## config.mk

```make
export PLATFORM = sky130hd
export DESIGN_NAME = area_weighted_pixel_average_unit
export DESIGN_NICKNAME = d
export VERILOG_FILES = /design/src/hw/rtl/awpa_pkg.sv /design/src/hw/rtl/awpa_ctrl.sv /design/src/hw/rtl/awpa_datapath.sv /design/src/hw/rtl/area_weighted_pixel_average_unit.sv
export SDC_FILE = /design/constraint.sdc
export NUM_CORES = 2
export LEC_CHECK = 0
export ABC_AREA = 1
export BUFFER_PORTS_ARGS = -buffer_cell sky130_fd_sc_hd__buf_2
export CAP_MARGIN = 20
export CORE_MARGIN = 1
export CORE_UTILIZATION = 35
export CTS_CLUSTER_DIAMETER = 80
export DETAILED_ROUTE_END_ITERATION = 16
export PLACE_DENSITY = 0.47
export SLEW_MARGIN = 20
export SYNTH_ARGS = -nofsm -noshare
export SYNTH_HDL_FRONTEND = slang
export SYNTH_SLANG_ARGS = --single-unit
```

## constraint.sdc

```tcl
create_clock -name aclk -period 9.6 [get_ports aclk]
set_input_delay 0.48 -clock aclk [delete_from_list [all_inputs] [get_ports aclk]]
set_output_delay 0.48 -clock aclk [all_outputs]
set_load 0.005 [all_outputs]
```

## src/hw/rtl/awpa_pkg.sv

```systemverilog
// Package: shared types, constants and state encoding for the pixel average unit.
package awpa_pkg;

    localparam int AREA_W  = 24;
    localparam int VAL_W   = 32;
    localparam int CNT_W   = 7;
    localparam int WSUM_W  = 64;
    localparam int ASUM_W  = 30;
    localparam int QUO_W   = 64;
    localparam int DEF_MAX_OVERLAPS = 64;

    localparam logic signed [VAL_W-1:0] INIT_MIN = 32'sh7FFF_FFFF;
    localparam logic signed [VAL_W-1:0] INIT_MAX = 32'sh8000_0000;

    typedef enum logic [1:0] {
        ST_ACCUM,
        ST_DIVIDE,
        ST_OUTPUT
    } awpa_state_t;

    // Controller commands to the datapath.
    typedef struct packed {
        logic take;      // absorb the accepted item
        logic start_div; // latch result inputs and start the divider
        logic div_step;  // one quotient bit
        logic out_pop;   // result taken downstream
    } awpa_cmd_t;

    // Datapath status to the controller.
    typedef struct packed {
        logic div_done;
    } awpa_sts_t;

endpackage

```

## src/hw/rtl/awpa_ctrl.sv

```systemverilog
// Controller state machine: accumulate, divide, present result.
module awpa_ctrl (
    input  logic             aclk,
    input  logic             aresetn,
    input  logic             s_tvalid,
    input  logic             item_last,   // item closes a pixel (last or empty)
    output logic             s_tready,
    output logic             m_tvalid,
    input  logic             m_tready,
    output awpa_pkg::awpa_cmd_t cmd,
    input  awpa_pkg::awpa_sts_t sts
);
    import awpa_pkg::*;

    awpa_state_t state_reg, state_next;

    always_ff @(posedge aclk) begin
        if (!aresetn) begin
            state_reg <= ST_ACCUM;
        end else begin
            state_reg <= state_next;
        end
    end

    always_comb begin
        state_next = state_reg;
        unique case (state_reg)
            ST_ACCUM: begin
                if (s_tvalid && item_last) state_next = ST_DIVIDE;
            end
            ST_DIVIDE: begin
                if (sts.div_done) state_next = ST_OUTPUT;
            end
            ST_OUTPUT: begin
                if (m_tready) state_next = ST_ACCUM;
            end
            default: state_next = ST_ACCUM;
        endcase
    end

    always_comb begin
        s_tready      = (state_reg == ST_ACCUM);
        m_tvalid      = (state_reg == ST_OUTPUT);
        cmd.take      = s_tready && s_tvalid;
        cmd.start_div = s_tready && s_tvalid && item_last;
        cmd.div_step  = (state_reg == ST_DIVIDE) && !sts.div_done;
        cmd.out_pop   = m_tvalid && m_tready;
    end

endmodule

```

## src/hw/rtl/awpa_datapath.sv

```systemverilog
// Datapath: accumulators, bit-serial signed divider and result register.
module awpa_datapath #(
    parameter int MAX_OVERLAPS = awpa_pkg::DEF_MAX_OVERLAPS
) (
    input  logic                                aclk,
    input  logic                                aresetn,
    input  logic signed [awpa_pkg::VAL_W-1:0]   miss_value,
    input  logic        [awpa_pkg::AREA_W-1:0]  rec_area,
    input  logic signed [awpa_pkg::VAL_W-1:0]   sample_value,
    input  logic                                sample_masked,
    input  logic                                sample_invalid,
    input  logic                                pixel_empty,
    input  logic                                last_of_pixel,
    input  awpa_pkg::awpa_cmd_t                 cmd,
    output awpa_pkg::awpa_sts_t                 sts,
    output logic signed [awpa_pkg::VAL_W-1:0]   mean_value,
    output logic signed [awpa_pkg::VAL_W-1:0]   min_value,
    output logic signed [awpa_pkg::VAL_W-1:0]   max_value,
    output logic        [awpa_pkg::CNT_W-1:0]   accepted_count,
    output logic                                has_data
);
    import awpa_pkg::*;

    localparam int STEP_W = $clog2(QUO_W + 1);

    logic signed [WSUM_W-1:0] wsum_reg, wsum_next;
    logic        [ASUM_W-1:0] asum_reg, asum_next;
    logic signed [VAL_W-1:0]  min_reg, min_next, max_reg, max_next;
    logic        [CNT_W-1:0]  cnt_reg, cnt_next;
    logic                     use_sample;
    logic signed [VAL_W+AREA_W:0] product;

    // Divider: magnitude restoring division, one quotient bit a cycle.
    logic [QUO_W-1:0]  quo_reg;
    logic [ASUM_W:0]   rem_reg;
    logic [ASUM_W-1:0] dvs_reg;
    logic              neg_reg;
    logic [STEP_W-1:0] steps_reg;
    logic [ASUM_W+1:0] trial;
    logic [WSUM_W-1:0] wmag;
    logic [QUO_W-1:0]  quo_signed;

    assign use_sample = !sample_masked && !sample_invalid && (sample_value != miss_value)
                        && (cnt_reg < CNT_W'(MAX_OVERLAPS));
    assign product = $signed({1'b0, rec_area}) * sample_value;

    always_comb begin
        wsum_next = wsum_reg;
        asum_next = asum_reg;
        min_next  = min_reg;
        max_next  = max_reg;
        cnt_next  = cnt_reg;
        if (use_sample) begin
            wsum_next = wsum_reg + WSUM_W'(product);
            asum_next = asum_reg + ASUM_W'(rec_area);
            if (sample_value < min_reg) min_next = sample_value;
            if (sample_value > max_reg) max_next = sample_value;
            cnt_next  = cnt_reg + 1'b1;
        end
    end

    always_ff @(posedge aclk) begin
        if (!aresetn) begin
            wsum_reg <= '0;
            asum_reg <= '0;
            min_reg  <= INIT_MIN;
            max_reg  <= INIT_MAX;
            cnt_reg  <= '0;
        end else if (cmd.take) begin
            if (pixel_empty || last_of_pixel) begin
                wsum_reg <= '0;
                asum_reg <= '0;
                min_reg  <= INIT_MIN;
                max_reg  <= INIT_MAX;
                cnt_reg  <= '0;
            end else begin
                wsum_reg <= wsum_next;
                asum_reg <= asum_next;
                min_reg  <= min_next;
                max_reg  <= max_next;
                cnt_reg  <= cnt_next;
            end
        end
    end

    assign wmag  = wsum_next[WSUM_W-1] ? (~wsum_next + 1'b1) : wsum_next;
    assign trial = {rem_reg, quo_reg[QUO_W-1]} - {2'b00, dvs_reg};
    assign quo_signed = neg_reg ? (~quo_reg + 1'b1) : quo_reg;

    always_ff @(posedge aclk) begin
        if (!aresetn) begin
            steps_reg <= '0;
        end else if (cmd.start_div) begin
            // Empty pixel or zero area sum: no division, result is fill.
            steps_reg <= (pixel_empty || asum_next == '0) ? '0 : STEP_W'(QUO_W);
        end else if (cmd.div_step) begin
            steps_reg <= steps_reg - 1'b1;
        end
    end

    always_ff @(posedge aclk) begin
        if (cmd.start_div) begin
            quo_reg        <= wmag;
            rem_reg        <= '0;
            dvs_reg        <= asum_next;
            neg_reg        <= wsum_next[WSUM_W-1];
            has_data       <= !pixel_empty && (asum_next != '0);
            min_value      <= pixel_empty ? INIT_MIN : min_next;
            max_value      <= pixel_empty ? INIT_MAX : max_next;
            accepted_count <= pixel_empty ? '0 : cnt_next;
        end else if (cmd.div_step) begin
            if (!trial[ASUM_W+1]) begin
                rem_reg <= trial[ASUM_W:0];
                quo_reg <= {quo_reg[QUO_W-2:0], 1'b1};
            end else begin
                rem_reg <= {rem_reg[ASUM_W-1:0], quo_reg[QUO_W-1]};
                quo_reg <= {quo_reg[QUO_W-2:0], 1'b0};
            end
        end
    end

    assign sts.div_done = (steps_reg == '0);
    assign mean_value   = has_data ? quo_signed[VAL_W-1:0] : miss_value;

endmodule

```

## src/hw/rtl/area_weighted_pixel_average_unit.sv

```systemverilog
// Top level: area-weighted pixel average with stream ports and fill register.
//
//  channel   direction  payload
//  s_        in         overlap record, one per item
//  m_        out        pixel result, one per pixel
//  cfg_      in         fill register write
//
// Non-closing records are accepted back to back. A closing record (last or empty)
// hands off to the bit-serial divider: 64 quotient steps, then the result is held
// on m_ until taken. Empty pixels and zero-area pixels skip the quotient steps.
// Reset (aresetn low, synchronous) returns the accumulators to their start
// values and clears the fill register to 0.
// s_tready stays low from a closing record until its result is taken.
module area_weighted_pixel_average_unit #(
    parameter int MAX_OVERLAPS = awpa_pkg::DEF_MAX_OVERLAPS
) (
    input  logic        aclk,
    input  logic        aresetn,
    input  logic        s_tvalid,
    output logic        s_tready,
    input  logic [63:0] s_tdata,  // [23:0] area, [55:24] sample_value, zero pad
    input  logic [2:0]  s_tuser,  // [0] sample_masked, [1] sample_invalid, [2] pixel_empty
    input  logic        s_tlast,  // last_of_pixel
    output logic        m_tvalid,
    input  logic        m_tready,
    output logic [103:0] m_tdata, // mean[31:0], min[63:32], max[95:64], count[102:96], pad
    output logic        m_tuser,  // has_data
    input  logic        cfg_valid,
    output logic        cfg_ready,
    input  logic [31:0] cfg_data
);
    import awpa_pkg::*;

    awpa_cmd_t cmd;
    awpa_sts_t sts;
    logic signed [VAL_W-1:0] fill_reg;
    logic signed [VAL_W-1:0] mean_value, min_value, max_value;
    logic [CNT_W-1:0] accepted_count;
    logic has_data;

    assign cfg_ready = 1'b1;

    always_ff @(posedge aclk) begin
        if (!aresetn) begin
            fill_reg <= '0;
        end else if (cfg_valid) begin
            fill_reg <= cfg_data;
        end
    end

    awpa_ctrl u_ctrl (
        .aclk      (aclk),
        .aresetn   (aresetn),
        .s_tvalid  (s_tvalid),
        .item_last (s_tlast || s_tuser[2]),
        .s_tready  (s_tready),
        .m_tvalid  (m_tvalid),
        .m_tready  (m_tready),
        .cmd       (cmd),
        .sts       (sts)
    );

    awpa_datapath #(.MAX_OVERLAPS(MAX_OVERLAPS)) u_dp (
        .aclk           (aclk),
        .aresetn        (aresetn),
        .miss_value     (fill_reg),
        .rec_area       (s_tdata[23:0]),
        .sample_value   (s_tdata[55:24]),
        .sample_masked  (s_tuser[0]),
        .sample_invalid (s_tuser[1]),
        .pixel_empty    (s_tuser[2]),
        .last_of_pixel  (s_tlast),
        .cmd            (cmd),
        .sts            (sts),
        .mean_value     (mean_value),
        .min_value      (min_value),
        .max_value      (max_value),
        .accepted_count (accepted_count),
        .has_data       (has_data)
    );

    assign m_tdata = {1'b0, accepted_count, max_value, min_value, mean_value};
    assign m_tuser = has_data;

    // Never accept input while a result is pending.
    a_excl: assert property (@(posedge aclk) disable iff (!aresetn)
        !(s_tready && m_tvalid)) else $error("input open during output");
    // A closing record must stop the input the next cycle.
    a_close: assert property (@(posedge aclk) disable iff (!aresetn)
        (s_tvalid && s_tready && (s_tlast || s_tuser[2])) |=> !s_tready)
        else $error("input not stalled after closing item");
    // Count never exceeds the limit.
    a_cnt: assert property (@(posedge aclk) disable iff (!aresetn)
        m_tvalid |-> (accepted_count <= CNT_W'(MAX_OVERLAPS)))
        else $error("count over limit");

endmodule
```

==> impl_metrics.toml <==
[run_status]
outcome = "complete, no violations"

[sta]
hold_violations = 0
worst_slack_ns = 1.211
relSlewSlack = 0.2691
fin_worst_skew_ns = 0.03664
max_slew.worst_pin.slew_ns = 1.096
slew_viol_final = 0
setup_tns_ns = 0
setup_viol = 0
fmax_mhz = 119.2
finalCritPeriodShare = 0.8738
fin_crit_ns = 8.389
grt_setup_unrepaired = "no"

[routing]
dr.pass1.iters = 6
drc_errors = 0
wl_mm = 201.0
via_count = 50040
ant_nets = 0
dr.first_iter.drc_count = 3565
wl_per_cell_um = 19.24
via_per_inst = 4.790

[setup_path]
reg2reg_slack_ns = 2.26
cpMaxStageDelayCell = "a21oi_2"
worstReg2RegStart = "u_dp.wsum_reg[29]"
rr_worst_depth = 29
crit_top_cell = "nand2_1"
rr_endpoint = "u_dp.quo_reg[43]"
required_ns = 9.98
crit_type = "in2reg"
path_delay_family = "adder cells"
critPathLaunchType = "input pin"
path_buf_inv = 9
arrival_ns = 8.77
cp_max_fo = 18
worstSetupEndpointType = "flop"
max_stage_delay_ns = 0.59

[synthesis]
synth_top_area_frac = 0.3051
synth-edff-count = 167
yosysSeqAreaShare = 0.1651
synthTopCellsByCount = "nand2_1 (2394), inv_1 (2057), fa_1 (901)"
synth.top_cells.by_area = "fa_1 (31%), nand2_1 (15%), inv_1 (13%)"
ys_types = 63
async_reset_ff_frac = 0
synthesis.instances = 8140
yosysTopAreaCell = "fa_1"
synth_most_common_cell = "nand2_1"
ys.flop_type = "dfxtp_1"
syn_nets = 9438
syn_avg_cell_area_um2 = 7.262
synth_area_um2 = 59120
ys_seq_elements = 404
synth_warnings = 0

[placement]
dp_worst_setup_slack_ns = 0.6476
io_buffer_count = 202
dp_hpwl_mm = 165.4
gp_congestion = 0.9161

[min_path]
hold_path_depth = 3
hp-class = "in2reg"
min_to = "fill_reg[13]"
min-delay-start = "cfg_data[13]"

[floorplanning]
fp.dieW_um = 413.0
core-area_um2 = 167400
initial_core_util = 0.3531
dieArea_um2 = 170500
num_rows = 150
io_pins = 213
dieHeight_um = 413.0

[global_route]
grt_pass1_vias = 50810
grt_pass1_wl_mm = 311.2
grt_use_total = 0.2396
grt_max_degree = 80
gr-total-overflow = 0
grt_antenna_before_repair = 4

[cts]
cts_hold_buf = 0
clk_pin_slew_worst_paths_ns = 0.06
cts_setup_buffers = 0
cts_buffer_depth = 3
cts_buffers = 49
clock_latency_ns = 0.64
cts_tree = "built"
h-tree-depth = 2
root_buffer = "clkbuf_16"
clock_sinks = 404
cts_resized = 0

[final_layout]
fill_cells = 17950
final_nets = 9494
syn_to_final_growth_pct = 8.479
drive_gt1_frac = 0.06240

[run]
cap_violations = 0
-- layout by cell type, fill, tap and decap left out, types with 7 or more instances in the layout --
cell       instances
a211oi_1           7
a21o_1            11
a21oi_1          339
a31oi_1            8
buf_2            202
buf_4            128
clkbuf_1          17
clkbuf_16         50
clkinv_1           7
dfxtp_1          237
edfxtp_1         167
fa_1             901
ha_1             292
inv_1           2054
inv_2             14
nand2_1         2392
nand2_2           19
nand3_1          264
nand3b_1           8
nand4_1           70
nor2_1           395
nor2_2            17
nor2_4            13
nor3_1            45
nor4_1            10
o211ai_1          23
o21a_1            10
o21ai_0          237
o21ai_1           19
o21ai_2            9
o21bai_1          10
o22ai_1           15
or2_2             19
xnor2_1           77
xor2_1            62
-- worst max path at each step --
stage / start / end / slack (ns) / depth (start not counted)
2_1_floorplan: s_tdata[55] / u_dp.quo_reg[11] / 1.61 / 28
3_3_place_gp: s_tdata[16] / u_dp.quo_reg[43] / 0.70 / 35
3_5_place_dp: s_tdata[16] / u_dp.quo_reg[43] / 0.65 / 35
4_1_cts: s_tdata[16] / u_dp.quo_reg[43] / 1.27 / 35
5_1_grt: s_tdata[55] / u_dp.quo_reg[59] / 0.83 / 33
6_report: s_tdata[6] / u_dp.quo_reg[43] / 1.21 / 37
-- routing by layer --
layer  share of wire  vias up  track usage
met5        0.000060        -            0
met4           0.019        2      0.04282
met3           0.045      179      0.01991
met2            0.48     1093       0.4075
met1            0.45    24700       0.3339
li1                -    24060            -
-- per-stage QoR --
stage	area [µm²]	utilization	instances	hold WS, ns
3_5_place_dp	62480	0.3732	10350	0.4546
5_1_grt	64120	0.3830	10440	0.07865
4_1_cts	64120	0.3830	10440	0.05153
2_1_floorplan	59120	-	8140	0.4389
3_3_place_gp	62460	0.3731	10350	0.4495
6_report	64130	0.3831	10450	0.08580
-- layout make-up --
| cell class | count | area (µm²) | share of cell area |
|---|---|---|---|
| multi-input cells | 5330 | 40110 | 0.6254 |
| flip-flops and latches | 404 | 9759 | 0.1522 |
| inverters | 2077 | 7805 | 0.1217 |
| well taps | 2204 | 2758 | 0.04300 |
| repair buffers | 334 | 2052 | 0.03200 |
| clock buffers | 73 | 1398 | 0.02179 |
| clock inverters | 19 | 237.7 | 0.003707 |
| diodes | 5 | 12.51 | 0.0001951 |
-- cells by family (layout without fill, tap and decap cells) --
family          Yosys count  after routing  share of synthesized area
fa+ha+maj              1193           1193                     0.3669
mux                       1              1                  0.0001693
other cells               2              7                  0.0001270
xor+xnor                140            140                    0.02074
buf+inv                2406           2503                     0.1571
flops                   404            404                     0.1651
compound gates          717            717                    0.06599
simple gates           3277           3277                     0.2238
-- worst register-to-register path, delay by kind of cell (launching register included) --
kind,cells,cell delay [ns]
adders and majority gates,6,3.13
and+or+nand+nor,18,2.32
DFF,1,0.76
AOI/OAI and AO/OA,1,0.59
buffers and inverters,4,0.29
Power is not shown: default switching activity piles up to over one toggle a cycle in this logic, so the estimate is an artifact.
